$ cat src/sv/wlsm_pkg.sv
package wlsm_pkg;

   // fixed number of influence columns carried by one input word
   localparam int NCOL = 4;

   localparam logic signed [63:0] S64_MAX = 64'sh7FFF_FFFF_FFFF_FFFF;
   localparam logic signed [63:0] S64_MIN = 64'sh8000_0000_0000_0000;

   // result kinds
   localparam logic [1:0] KIND_STAT = 2'd0;
   localparam logic [1:0] KIND_EXP  = 2'd1;
   localparam logic [1:0] KIND_COV  = 2'd2;
   localparam logic [1:0] KIND_ERR  = 2'd3;

   typedef struct packed {
      logic signed [31:0] x_value;
      logic [15:0]        case_weight;
      logic signed [31:0] y_col0;
      logic signed [31:0] y_col1;
      logic signed [31:0] y_col2;
      logic signed [31:0] y_col3;
      logic               last_observation;
   } req_type;

   typedef struct packed {
      logic [1:0]         result_kind;
      logic [1:0]         row_index;
      logic [1:0]         col_index;
      logic signed [63:0] result_value;
      logic               last_result;
   } rsp_type;

   typedef struct packed {
      logic               start;
      logic               frac_shift;
      logic signed [63:0] a;
      logic signed [63:0] b;
   } mul_req_type;

   typedef struct packed {
      logic               done;
      logic signed [63:0] fx;
      logic signed [63:0] lo;
   } mul_rsp_type;

   typedef struct packed {
      logic               start;
      logic signed [63:0] num;
      logic [63:0]        den;
   } div_req_type;

   typedef struct packed {
      logic               done;
      logic signed [63:0] quo;
   } div_rsp_type;

   function automatic logic signed [63:0] sat_add(input logic signed [63:0] a,
                                                  input logic signed [63:0] b);
      logic [64:0] s;
      s = {a[63], a} + {b[63], b};
      if (s[64] != s[63]) return s[64] ? S64_MIN : S64_MAX;
      return s[63:0];
   endfunction

   function automatic logic signed [63:0] sat_sub(input logic signed [63:0] a,
                                                  input logic signed [63:0] b);
      logic [64:0] s;
      s = {a[63], a} - {b[63], b};
      if (s[64] != s[63]) return s[64] ? S64_MIN : S64_MAX;
      return s[63:0];
   endfunction

endpackage

$ cat src/sv/wlsm_div.sv
// Restoring divider, one quotient bit per cycle, signed numerator over
// positive divisor, quotient truncated toward zero.
module wlsm_div (
   input  logic                  clock,
   input  logic                  reset,
   input  wlsm_pkg::div_req_type req,
   output wlsm_pkg::div_rsp_type rsp
);
   logic [63:0] nq_ff, rem_ff, den_ff;
   logic        neg_ff, busy_ff, done_ff;
   logic [5:0]  cnt_ff;
   logic [64:0] rem_sh;
   logic        fits;

   always_comb begin
      rem_sh   = {rem_ff, nq_ff[63]};
      fits     = rem_sh >= {1'b0, den_ff};
      rsp.done = done_ff;
      rsp.quo  = neg_ff ? 64'd0 - nq_ff : nq_ff;
   end

   always_ff @(posedge clock) begin
      if (reset) begin
         busy_ff <= 1'b0;
         done_ff <= 1'b0;
         cnt_ff  <= 6'd0;
      end else begin
         done_ff <= 1'b0;
         if (req.start) begin
            busy_ff <= 1'b1;
            cnt_ff  <= 6'd0;
         end else if (busy_ff) begin
            cnt_ff <= cnt_ff + 6'd1;
            if (cnt_ff == 6'd63) begin
               busy_ff <= 1'b0;
               done_ff <= 1'b1;
            end
         end
      end
   end

   always_ff @(posedge clock) begin
      if (req.start) begin
         nq_ff  <= req.num[63] ? 64'd0 - req.num : req.num;
         neg_ff <= req.num[63];
         den_ff <= req.den;
         rem_ff <= 64'd0;
      end else if (busy_ff) begin
         rem_ff <= fits ? 64'(rem_sh - {1'b0, den_ff}) : rem_sh[63:0];
         nq_ff  <= {nq_ff[62:0], fits};
      end
   end

endmodule

$ cat config.mk
export PLATFORM = sky130hd
export DESIGN_NAME = wlsm_div
export DESIGN_NICKNAME = d
export VERILOG_FILES = /design/src/sv/wlsm_pkg.sv /design/src/sv/wlsm_div.sv
export SDC_FILE = /design/constraint.sdc
export NUM_CORES = 1
export LEC_CHECK = 0
export BUFFER_PORTS_ARGS = -buffer_cell sky130_fd_sc_hd__buf_4
export CORE_MARGIN = 4
export CORE_UTILIZATION = 55
export CTS_CLUSTER_DIAMETER = 80
export DETAILED_ROUTE_END_ITERATION = 12
export PLACE_DENSITY_LB_ADDON = 0.25
export SKIP_CTS_REPAIR_TIMING = 1
export SYNTH_ARGS = -nofsm -noshare
export SYNTH_HDL_FRONTEND = slang
export SYNTH_SLANG_ARGS = --single-unit
$ cat constraint.sdc
create_clock -name clock -period 5.9 [get_ports clock]
set_clock_uncertainty 0.2 [all_clocks]
set_input_delay 0.295 -clock clock [delete_from_list [all_inputs] [get_ports clock]]
set_output_delay 0.295 -clock clock [all_outputs]
set_load 0.05 [all_outputs]
======== Word level (Yosys, flattened, before mapping) ========
Index checks and enable logic that the tools add are counted.
storage, ports and cells
  bits in registers ....................... 201
  latch bits .............................. 0
  memory bits (writable) .................. 0
  bits in read-only memories .............. 0
  input port bits ......................... 131
  output and inout bits ................... 65
  logic and storage cells ................. 26
  memories kept ........................... 0
cells by class
  add/sub/neg operators ................... 4
  multiply operators ...................... 0
  div/mod/pow operators ................... 0
  magnitude comparators ................... 1
  eq/ne operators ......................... 1
  shift operators ......................... 0
  mux-type cells .......................... 9
  bitwise gates (word level) .............. 1
  reduce and logical (&&, ||, !) cells .... 3
operators with widths
  kind                                                                 number
  64-bit two-way mux                                                   5
  1-bit by 64-bit subtractor with 64-bit output, first input constant  2
  65-bit by 64-bit greater-or-equal comparator with 1-bit output       1
  64-bit subtractor                                                    1
  6-bit by 1-bit adder with 6-bit output, second input constant        1
  6-bit equality test, second input constant                           1
  1-bit two-way mux                                                    4
  3-bit OR reduction                                                   1
  2-bit nonzero test                                                   1
  2-bit OR reduction                                                   1
  1-bit inverter                                                       1

======== Depth between registers and ports, before layout ========
  word-level depth ........................ 4
  mapped depth ............................ 15
  depth with buffers taken out ............ 13

======== Worst setup path after synthesis ========
OpenSTA, ideal clock, no wires.
  path kind ............................... register to output
  from .................................... register nq_ff[15]
  to ...................................... output rsp[56] (netlist bit)
  data arrival time ....................... 3.816 ns
  data required time ...................... 5.405 ns
  slack ................................... 1.589 ns
  cell stages (with the launch flop) ...... 11
  path buffers ............................ 0
  path through ............................ edfxtp_1 > or4_4 > or4_1 > or3b_1 > or2_4 > or4_4 > nor3_4 > nand3b_2 > or2_4 > o41ai_4 > xnor2_1
RTL lines
  element                   RTL line        text
  start: declaration        wlsm_div.sv:9   logic [63:0] nq_ff, rem_ff, den_ff;
  start signal: assignment  wlsm_div.sv:44  nq_ff <= req.num[63] ? 64'd0 - req.num : req.num;
  start signal: assignment  wlsm_div.sv:50  nq_ff <= {nq_ff[62:0], fits};
  end: declaration          wlsm_div.sv:7   output wlsm_pkg::div_rsp_type rsp

==> metrics.txt <==
worst vdd ir=0.248 mV; switch share=34.7%; first-pass GRT wire length=60400 um; fin worst setup slack=0.945 ns; Root Buffer=clkbuf_16; I/O pin total=196; final setup violation count=0; largest net degree at the start of global routing=97; P_leak=7.17 nW; PD cells=268 mW/mm2; startpoint types=flop; post-route cell area=0.0174 mm2; arrival time of the worst setup path=4.46 ns; Yosys reg bits=201; Reg clk slew, reported paths=0.07 ns; final core area utilization=68.7%; placed cells=2103; clock sinks=201; Top FF cell, synth=edfxtp_1; final total power=4.68 mW; Final nets=2069; max_cap viols=0; share of flip-flops with an asynchronous set or reset=0%; total net switching power=1.62 mW; Total Wirelength=38700 um; PortBufs=195; worst slew pin tran=0.973 ns; syn_area_per_cell=8.62 um2; DR pass1 iterations=6; worst hold path type=primary input to flop; die area=0.0287 mm2; CTS H-tree lvls=1; RSZ-0062 raised after global routing=no; syn_nets=1863; Num CTS Buffers=22; crit path max fanout=5; Post-synth EDFFs=129; starting density of the core=56.5%; share of the yosys chip area belonging to registers=37.1%; Max Fclk=202 MHz; kind of end point of the critical path=output pin; Via Count=13200; commonest cells after routing, fill and taps aside=buf_4 (203), nor2_1 (193), a21oi_1 (177), edfxtp_1 (129), nand2_1 (110); Clk pwr share=31.1%; WP data required=5.41 ns; Fin Setup TNS=0 ns; TritonCTS clock tree=built; grt ovf=0; Comb pwr share=31.6%; failing checks=negative hold slack; gr usage total=25.1%; Final ANT Viol Nets=0; Slew Viols, Final=0; DRC Markers=0; area delta synth->final=21.6%; yosys warns=0; final worst path period share=84.0%; hold_ws=-0.0210 ns; pre-CTS WS=1.50 ns; die width=169 um; post-synthesis cell count=1664; clock latency on the worst-skew pair=0.51 ns; row count=58; die extent in y=169 um; Routed wire per std cell=17.4 um; power share of the sequential group=37.3%; relative slew slack=34.9%; core region area=0.0254 mm2; status=finished with violations; minimum clock period=4.95 ns; WS Path Type=flop to output pin; detailed placer's ending HPWL=28000 um; Finished Layout Cells=2217; most common cell after layout, fill and taps aside=buf_4; clock tree buffer depth=3; DR iter-0 viols=1144; DP Area=0.0159 mm2; via/cell ratio=5.97; internal power component=3.06 mW; GP Congestion=0.962; Netlist cell types=74; proportion of layout cells with a drive suffix above 1=14.8%; final number of hold-violating endpoints=6; mapped cell area=0.0143 mm2; initial antenna violation count=0; vias in the first global route=12300
[registers in the layout, indices dropped and copies added (netlist names)]
name,cells
busy_ff,1
den_ff,64
cnt_ff,6
done_ff,1
rem_ff,64
neg_ff,1
nq_ff,64
[synthesized netlist by cell type, types with 6 or more instances]
library cell,count,area [um2]
a21boi_0,10,75.1
o21bai_1,10,75.1
and3_1,6,37.5
nor3_1,19,95.1
nor4_1,7,43.8
a21oi_1,177,886
a31oi_1,13,81.3
o21a_1,13,97.6
a211oi_1,38,285
nor2_1,193,724
and2_1,6,37.5
xor2_1,94,823
clkbuf_1,92,345
or4_1,21,158
o31ai_1,38,285
a21o_1,31,233
ha_1,67,838
or2_2,14,87.6
dfxtp_1,72,1440
o41ai_1,18,158
inv_1,94,353
nand2_1,110,413
o21ai_0,104,521
nand3_1,13,65.1
xnor2_1,86,753
nand4_1,28,175
or3_1,22,138
mux2i_1,20,200
a22o_1,6,52.6
edfxtp_1,129,3870
nand2b_1,17,106
[logic make-up (layout without fill, tap and decap cells)]
kind of cell    after synthesis  after routing  share of synthesized area, %
mux                          20             20                          1.40
other cells                   0              1                             0
fa+ha+maj                    68             68                          5.98
flops                       201            201                          37.1
xor+xnor                    180            180                          11.0
simple gates                486            486                          16.4
compound gates              520            520                          23.1
buf+inv                     189            411                          5.00
[worst paths after layout]
check / startpoint / to / slack, ns / cells past startpoint
worst max-delay path: nq_ff[14] / rsp[60] / 0.95 / 11
worst min-delay path: req[68] / nq_ff[4] / -0.02 / 3
worst max register to register: nq_ff[63] / rem_ff[50] / 1.62 / 13
worst min register to register: rem_ff[3] / rem_ff[3] / 0.29 / 2
[per-layer routing]
layer	wire (um)	up-vias	part of all wire (%)	global-route usage [%]
li1	-	6449	-	-
met1	16500	6185	43	33.3
met2	18400	523	48	42.7
met3	2750	75	7.1	3.49
met4	1040	0	2.7	8.05
met5	0	-	0	0
[critical path: stages (launching register included)]
cell and delay (ns):
edfxtp_1 0.45, or4_4 0.56, or4_1 0.43, or3b_1 0.39, or2_4 0.27, or4_4 0.56, nor3_4 0.22, nand3b_2 0.12
or2_4 0.28, o31ai_2 0.20, xnor2_1 0.20, buf_4 0.26
[final cells by class]
cell class              instances  area, um2
fillers                      2011       7950
clock inverters                13        129
diodes                          1       2.50
well taps                     330        413
multi-input cells            1274       8320
repair buffers                277       2270
inverters                      94        353
flip-flops and latches        201       5320
clock buffers                  27        643
[power by group through the flow]
stage | registers, mW | clock network, mW | logic [mW]
final | 1.75 | 1.45 | 1.48
after global routing | 1.76 | 1.54 | 1.60
after CTS | 1.74 | 1.48 | 1.43
after detailed placement | 1.77 | 0 | 1.42
after global placement | 1.77 | 0 | 1.40
after floorplan | 1.74 | 0 | 1.03
Note: power is estimated with default switching activity, not from simulation.
