[src/sv/wlsm_pkg.sv]
package wlsm_pkg;

   // fixed number of influence columns carried by one input word
   localparam int NCOL = 4;

   localparam logic signed [63:0] S64_MAX = 64'sh7FFF_FFFF_FFFF_FFFF;
   localparam logic signed [63:0] S64_MIN = 64'sh8000_0000_0000_0000;

   // result kinds
   localparam logic [1:0] KIND_STAT = 2'd0;
   localparam logic [1:0] KIND_EXP  = 2'd1;
   localparam logic [1:0] KIND_COV  = 2'd2;
   localparam logic [1:0] KIND_ERR  = 2'd3;

   typedef struct packed {
      logic signed [31:0] x_value;
      logic [15:0]        case_weight;
      logic signed [31:0] y_col0;
      logic signed [31:0] y_col1;
      logic signed [31:0] y_col2;
      logic signed [31:0] y_col3;
      logic               last_observation;
   } req_type;

   typedef struct packed {
      logic [1:0]         result_kind;
      logic [1:0]         row_index;
      logic [1:0]         col_index;
      logic signed [63:0] result_value;
      logic               last_result;
   } rsp_type;

   typedef struct packed {
      logic               start;
      logic               frac_shift;
      logic signed [63:0] a;
      logic signed [63:0] b;
   } mul_req_type;

   typedef struct packed {
      logic               done;
      logic signed [63:0] fx;
      logic signed [63:0] lo;
   } mul_rsp_type;

   typedef struct packed {
      logic               start;
      logic signed [63:0] num;
      logic [63:0]        den;
   } div_req_type;

   typedef struct packed {
      logic               done;
      logic signed [63:0] quo;
   } div_rsp_type;

   function automatic logic signed [63:0] sat_add(input logic signed [63:0] a,
                                                  input logic signed [63:0] b);
      logic [64:0] s;
      s = {a[63], a} + {b[63], b};
      if (s[64] != s[63]) return s[64] ? S64_MIN : S64_MAX;
      return s[63:0];
   endfunction

   function automatic logic signed [63:0] sat_sub(input logic signed [63:0] a,
                                                  input logic signed [63:0] b);
      logic [64:0] s;
      s = {a[63], a} - {b[63], b};
      if (s[64] != s[63]) return s[64] ? S64_MIN : S64_MAX;
      return s[63:0];
   endfunction

endpackage

[src/sv/wlsm_mul.sv]
// Shared 64x64 signed multiplier: four 32x32 partial products accumulated in
// turn, then truncating shift and saturation. Also gives the wrapped low word.
module wlsm_mul #(
   parameter int FRAC_BITS = 16
) (
   input  logic                  clock,
   input  logic                  reset,
   input  wlsm_pkg::mul_req_type req,
   output wlsm_pkg::mul_rsp_type rsp
);
   logic [63:0]  ua_ff, ub_ff;
   logic         neg_ff, frac_ff;
   logic [2:0]   cnt_ff;
   logic         busy_ff, done_ff;
   logic [63:0]  pp_ff;
   logic [1:0]   pos_ff;
   logic [127:0] acc_ff;
   logic [127:0] pp_shift;
   logic [127:0] mag_sh;
   logic [63:0]  lo_mag;
   logic [31:0]  pa, pb;

   // partial product operands
   always_comb begin
      pa = cnt_ff[0] ? ua_ff[63:32] : ua_ff[31:0];
      pb = cnt_ff[1] ? ub_ff[63:32] : ub_ff[31:0];
      case (pos_ff)
         2'd0:    pp_shift = {64'd0, pp_ff};
         2'd1:    pp_shift = {32'd0, pp_ff, 32'd0};
         default: pp_shift = {pp_ff, 64'd0};
      endcase
   end

   always_ff @(posedge clock) begin
      if (reset) begin
         busy_ff <= 1'b0;
         done_ff <= 1'b0;
         cnt_ff  <= 3'd0;
      end else begin
         done_ff <= 1'b0;
         if (req.start) begin
            busy_ff <= 1'b1;
            cnt_ff  <= 3'd0;
         end else if (busy_ff) begin
            cnt_ff <= cnt_ff + 3'd1;
            if (cnt_ff == 3'd4) begin
               busy_ff <= 1'b0;
               done_ff <= 1'b1;
            end
         end
      end
   end

   // datapath
   always_ff @(posedge clock) begin
      if (req.start) begin
         ua_ff   <= req.a[63] ? 64'd0 - req.a : req.a;
         ub_ff   <= req.b[63] ? 64'd0 - req.b : req.b;
         neg_ff  <= req.a[63] ^ req.b[63];
         frac_ff <= req.frac_shift;
         acc_ff  <= '0;
      end else if (busy_ff) begin
         if (cnt_ff < 3'd4) begin
            pp_ff  <= 64'(pa) * 64'(pb);
            pos_ff <= 2'(cnt_ff[0]) + 2'(cnt_ff[1]);
         end
         if (cnt_ff != 3'd0) acc_ff <= acc_ff + pp_shift;
      end
   end

   // truncate toward zero, saturate to signed 64
   always_comb begin
      mag_sh = frac_ff ? (acc_ff >> FRAC_BITS) : acc_ff;
      lo_mag = mag_sh[63:0];
      rsp.done = done_ff;
      if (neg_ff) begin
         if (mag_sh[127:64] != 64'd0 || lo_mag[63]) rsp.fx = wlsm_pkg::S64_MIN;
         else rsp.fx = 64'd0 - lo_mag;
      end else begin
         if (mag_sh[127:64] != 64'd0 || lo_mag[63]) rsp.fx = wlsm_pkg::S64_MAX;
         else rsp.fx = lo_mag;
      end
      rsp.lo = neg_ff ? 64'd0 - acc_ff[63:0] : acc_ff[63:0];
   end

endmodule

[config.mk]
export PLATFORM = sky130hd
export DESIGN_NAME = wlsm_mul
export DESIGN_NICKNAME = d
export VERILOG_FILES = /design/src/sv/wlsm_pkg.sv /design/src/sv/wlsm_mul.sv
export SDC_FILE = /design/constraint.sdc
export NUM_CORES = 2
export LEC_CHECK = 0
export ABC_AREA = 1
export BUFFER_PORTS_ARGS = -buffer_cell sky130_fd_sc_hd__buf_2
export CELL_PAD_IN_SITES_DETAIL_PLACEMENT = 0
export CELL_PAD_IN_SITES_GLOBAL_PLACEMENT = 1
export CORE_ASPECT_RATIO = 1.1
export CORE_MARGIN = 3
export CORE_UTILIZATION = 51
export DETAILED_ROUTE_END_ITERATION = 6
export PLACE_DENSITY_LB_ADDON = 0.1
export SYNTH_ARGS = -nofsm -noshare
export SYNTH_HDL_FRONTEND = slang
export SYNTH_SLANG_ARGS = --single-unit
[constraint.sdc]
create_clock -name clock -period 22.1 [get_ports clock]
set_input_delay 4.42 -clock clock [delete_from_list [all_inputs] [get_ports clock]]
set_output_delay 4.42 -clock clock [all_outputs]
set_load 0.02 [all_outputs]
# After elaboration in Yosys (flattened, before gate mapping)
# Index checks and enable logic that the tools add are counted.
dict set report word_totals {
  register_bits 329
  in_bits 132
  output_inout_bits 129
}
dict set report op_classes {
  addsub 7
  n_mul 1
  magnitude_cmp 1
  n_eq_ne 2
  muxes 14
  bitwise_logic 3
  reduce_logical 8
}
# op n
set op_table {}
lappend op_table {{2-to-1 mux 64 bit} 4}
lappend op_table {{one-hot mux 128 bit (2 select lines)} 1}
lappend op_table {{subtractor 1 x 64 -> 64 bit, first input constant} 4}
lappend op_table {{adder 128 bit} 1}
lappend op_table {{2-to-1 mux 128 bit} 1}
lappend op_table {{2-to-1 mux 63 bit} 2}
lappend op_table {{multiplier 32 x 32 -> 64 bit} 1}
lappend op_table {{2-to-1 mux 32 bit} 2}
lappend op_table {{nonzero test 64 bit} 1}
lappend op_table {{2-to-1 mux 1 bit} 4}
lappend op_table {{adder 3 x 1 -> 3 bit, second input constant} 1}
lappend op_table {{== test 3 bit, second input constant} 1}
lappend op_table {{< comparator 3 bit, second input constant} 1}
lappend op_table {{AND reduction 3 bit} 1}
lappend op_table {{nonzero test 3 bit} 1}
lappend op_table {{OR reduction 3 bit} 1}
lappend op_table {{adder 1 x 1 -> 2 bit} 1}
lappend op_table {{== test 2 x 1 -> 1 bit, second input constant} 1}
lappend op_table {{logical NOT 2 bit} 1}
lappend op_table {{inverter 1 bit} 2}
lappend op_table {{AND reduction 2 bit} 1}
lappend op_table {{OR reduction 2 bit} 1}
lappend op_table {{logical OR 1 bit} 1}
lappend op_table {{bitwise XOR 1 bit} 1}

# Depth between registers and ports, before layout
dict set report depth {
  word_depth 5
  ltp_mapped 35
  ltp_nobuf 32
}

# Worst setup path after synthesis
# Ideal clock, no wire load.
dict set report synth_path {
  path_kind {input to register}
  start {input port req[129] (netlist name)}
  end {register pos_ff[0] (enable)}
  setup_ns 0.571
  arrival_ns 9.522
  slack_ns 12.006
  cell_stages 4
  n_path_buf 3
  path_cell_list {clkbuf_1 clkbuf_1 clkbuf_1 nor3_1}
}
dict set report synth_via {
  elab_chain_len 2
}
# item line_no
set synth_lines {}
lappend synth_lines {{start: declaration} wlsm_mul.sv:8} ;# input wlsm_pkg::mul_req_type req,
lappend synth_lines {{inverter 1 bit (no line)} -}
lappend synth_lines {{AND reduction 3 bit (no line)} -}
lappend synth_lines {{end signal: assignment} wlsm_mul.sv:65} ;# pos_ff <= 2'(cnt_ff[0]) + 2'(cnt_ff[1]);
lappend synth_lines {{end: declaration} wlsm_mul.sv:16} ;# logic [1:0] pos_ff;
# No other way between the ends.
# A chain may end at the register's enable or synchronous reset.

# Final worst setup path
dict set report layout_path {
  start {register cnt_ff[1]}
  end {register pp_ff[50] (data pin)}
}
dict set report layout_via {
  elab_chain_len 2
}
# item line_no
set layout_lines {}
lappend layout_lines {{start: declaration} wlsm_mul.sv:13} ;# logic [2:0] cnt_ff;
lappend layout_lines {{start signal: assignment} wlsm_mul.sv:45} ;# cnt_ff <= cnt_ff + 3'd1;
lappend layout_lines {{2-to-1 mux 32 bit} wlsm_mul.sv:26} ;# pb = cnt_ff[1] ? ub_ff[63:32] : ub_ff[31:0];
lappend layout_lines {{multiplier 32 x 32 -> 64 bit} wlsm_mul.sv:64} ;# pp_ff <= 64'(pa) * 64'(pb);
lappend layout_lines {{end signal: assignment} wlsm_mul.sv:64}
lappend layout_lines {{end: declaration} wlsm_mul.sv:15} ;# logic [63:0] pp_ff;
# No other way between the ends.

==> reports/metrics.yaml <==
hold_viol: 0
async_flop_share: 0
final_max_slew_viol_count: 0
first_pass_iters: 7
clock_skew_ns: 0.0714
crit_type: "reg2reg"
initial_utilization: 0.516
slowest_stage: "clkinv_1"
yosys.area.top_type: "fa_1"
final_cell_mix: "nand2_1 (2621), inv_1 (2392), nor2_1 (1482)"
max_freq_mhz: 93.9
place_congestion: 1.09
crit_top_cell: "fa_1"
ys_seq_area_frac: 0.125
r2r_start: "cnt_ff[1]"
synth_area_leaders: "fa_1 (26%), nand2_1 (14%), inv_1 (13%)"
instances_no_fill: 12200
worst_slew_pin_slew_ns: 1.28
finalNetCount: 11900
fp.dieW_um: 356
critPathLaunchType: "register"
synthFlopType: "edfxtp_1"
fin_tns_setup_ns: 0
core_um2: 133000
startpoint: "cnt_ff[1]"
grt_overflow: 0
htree_levels: 2
std_cell_rows: 140
layout_commonest_cell: "nand2_1"
synth_xor_area_frac: 0.0429
via_count: 68000
fin_crit_sh: 0.482
synth_cell_types: 48
vias_per_cell: 5.55
mappedNetlistArea_um2: 68500
cpLargestDelayFamily: "adder cells"
numClockSinks: 329
drive_gt1_frac: 0.0548
die-area_um2: 139000
synth_top_area_frac: 0.262
avgSynthCellArea_um2: 6.64
clockBufferDepth: 3
syn-num-nets: 11700
chipHeight_um: 391
arrival_ns: 11.07
synth_edf_count: 196
rsz0062_at_grt: "false"
synthSimpleGateAreaFrac: 0.277
slew_headroom: 0.144
synth_compound_area_frac: 0.0706
grt_max_degree: 97
drt-initial-drc-count: 6921
hold_path.class: "reg2reg"
status: "finished, violations left"
portBuffers: 260
clockRootBuffer: "clkbuf_16"
drc_errors: 1
hold_ws_ns: 0.474
required_ns: 22.53
area_growth_pct: 7.03
synth-seq-cells: 329
max_cap_viol_count: 0
cts-hold-fix-buffers: 0
post_cts_buffers: 0
grt_pass1_wl_um: 431000
violations: "design-rule violations"
synth_fa_ha_area_frac: 0.334
worstHoldStart: "cnt_ff[2]"
cp-end-kind: "register"
drtAntennaViolNets: 0
critPathMaxFanout: 34
synthMuxAreaShare: 0
setup_viol: 0
grt_pass1_vias: 68800
place_inst: 12200
yosys_warnings: 0
antenna_found_initial: 2
wire_per_inst_um: 24.0
cts_tree: "yes"
fin_crit_ns: 10.65
drt_wl_total_um: 294000
grt_use_total: 0.421
cp_num_buf_inv: 7
synth_top_family_by_area: "adder cells"
dpl.hpwl_um: 246000
cts_resized: 0
cts.clk_slew.worst_paths_ns: 0.07
clkLatencyLatePin_ns: 0.70
slowest_delay_ns: 1.00
numCtsBuffers: 44
io_pins: 261
synthCells: 10300
cell type report:
type,count,area [µm²]
repair buffers,350,1990
clock inverters,32,402
diodes,1,2.50
well taps,1775,2220
fillers,13500,59600
inverters,2435,9140
multi-input cells,7272,49900
clock buffers,50,1150
flip-flops and latches,329,8550
worst register-to-register path: cells and delay by family (launching register included):
family,cells,cell delay [ns]
adders and majority gates,9,4.52
buffers and inverters,7,2.29
and+or+nand+nor,6,1.39
DFF,1,0.31
xor gates and xnor gates,1,0.51
AOI/OAI and AO/OA,4,1.40
logic make-up after synthesis:
logic type | Yosys count
AOI/OAI and AO/OA | 887
xor gates and xnor gates | 336
adders and majority gates | 1293
buffers and inverters | 2723
DFF | 329
and+or+nand+nor | 4756
stage by stage:
stage           util  area (µm²)  setup WS, ns
6_report       0.552       73400         11.45
3_5_place_dp   0.540       71800         11.48
2_1_floorplan      -       68500         12.01
3_3_place_gp   0.540       71800         11.56
5_1_grt        0.552       73400         11.13
4_1_cts        0.552       73400         11.49
routing by layer:
metal	vias to the layer above	part of all wire	global-route usage
met5	-	0.000092	0
met3	1118	0.089	0.0790
met2	3646	0.46	0.693
li1	31100	-	-
met1	32200	0.35	0.480
met4	4	0.10	0.335
sequential cells by signal, summed over array words and instances (netlist names):
name     flops
acc_ff     128
pp_ff       64
ua_ff       64
ub_ff       64
cnt_ff       3
pos_ff       2
busy_ff      1
done_ff      1
frac_ff      1
neg_ff       1
cell usage after synthesis, types with 64 or more instances:
master	n
a21oi_1	292
or2_2	68
fa_1	897
nand3_1	311
dfxtp_1	133
o22ai_1	64
nand2_1	2623
nor3_1	118
nand4_1	95
xor2_1	280
ha_1	396
o21ai_0	281
o21ai_1	112
inv_1	2393
nor2_1	1482
clkbuf_1	240
edfxtp_1	196
worst paths after layout:
kind,end,slack [ns],depth (start not counted)
worst max-delay path,pp_ff[50],11.45,27
worst min-delay path,done_ff,0.47,2
worst max register to register,pp_ff[50],11.45,27
worst min register to register,done_ff,0.47,2
Power is left out: the tool's default activity adds up to more than one toggle a clock period on the data nets, which glitch-free logic cannot reach.
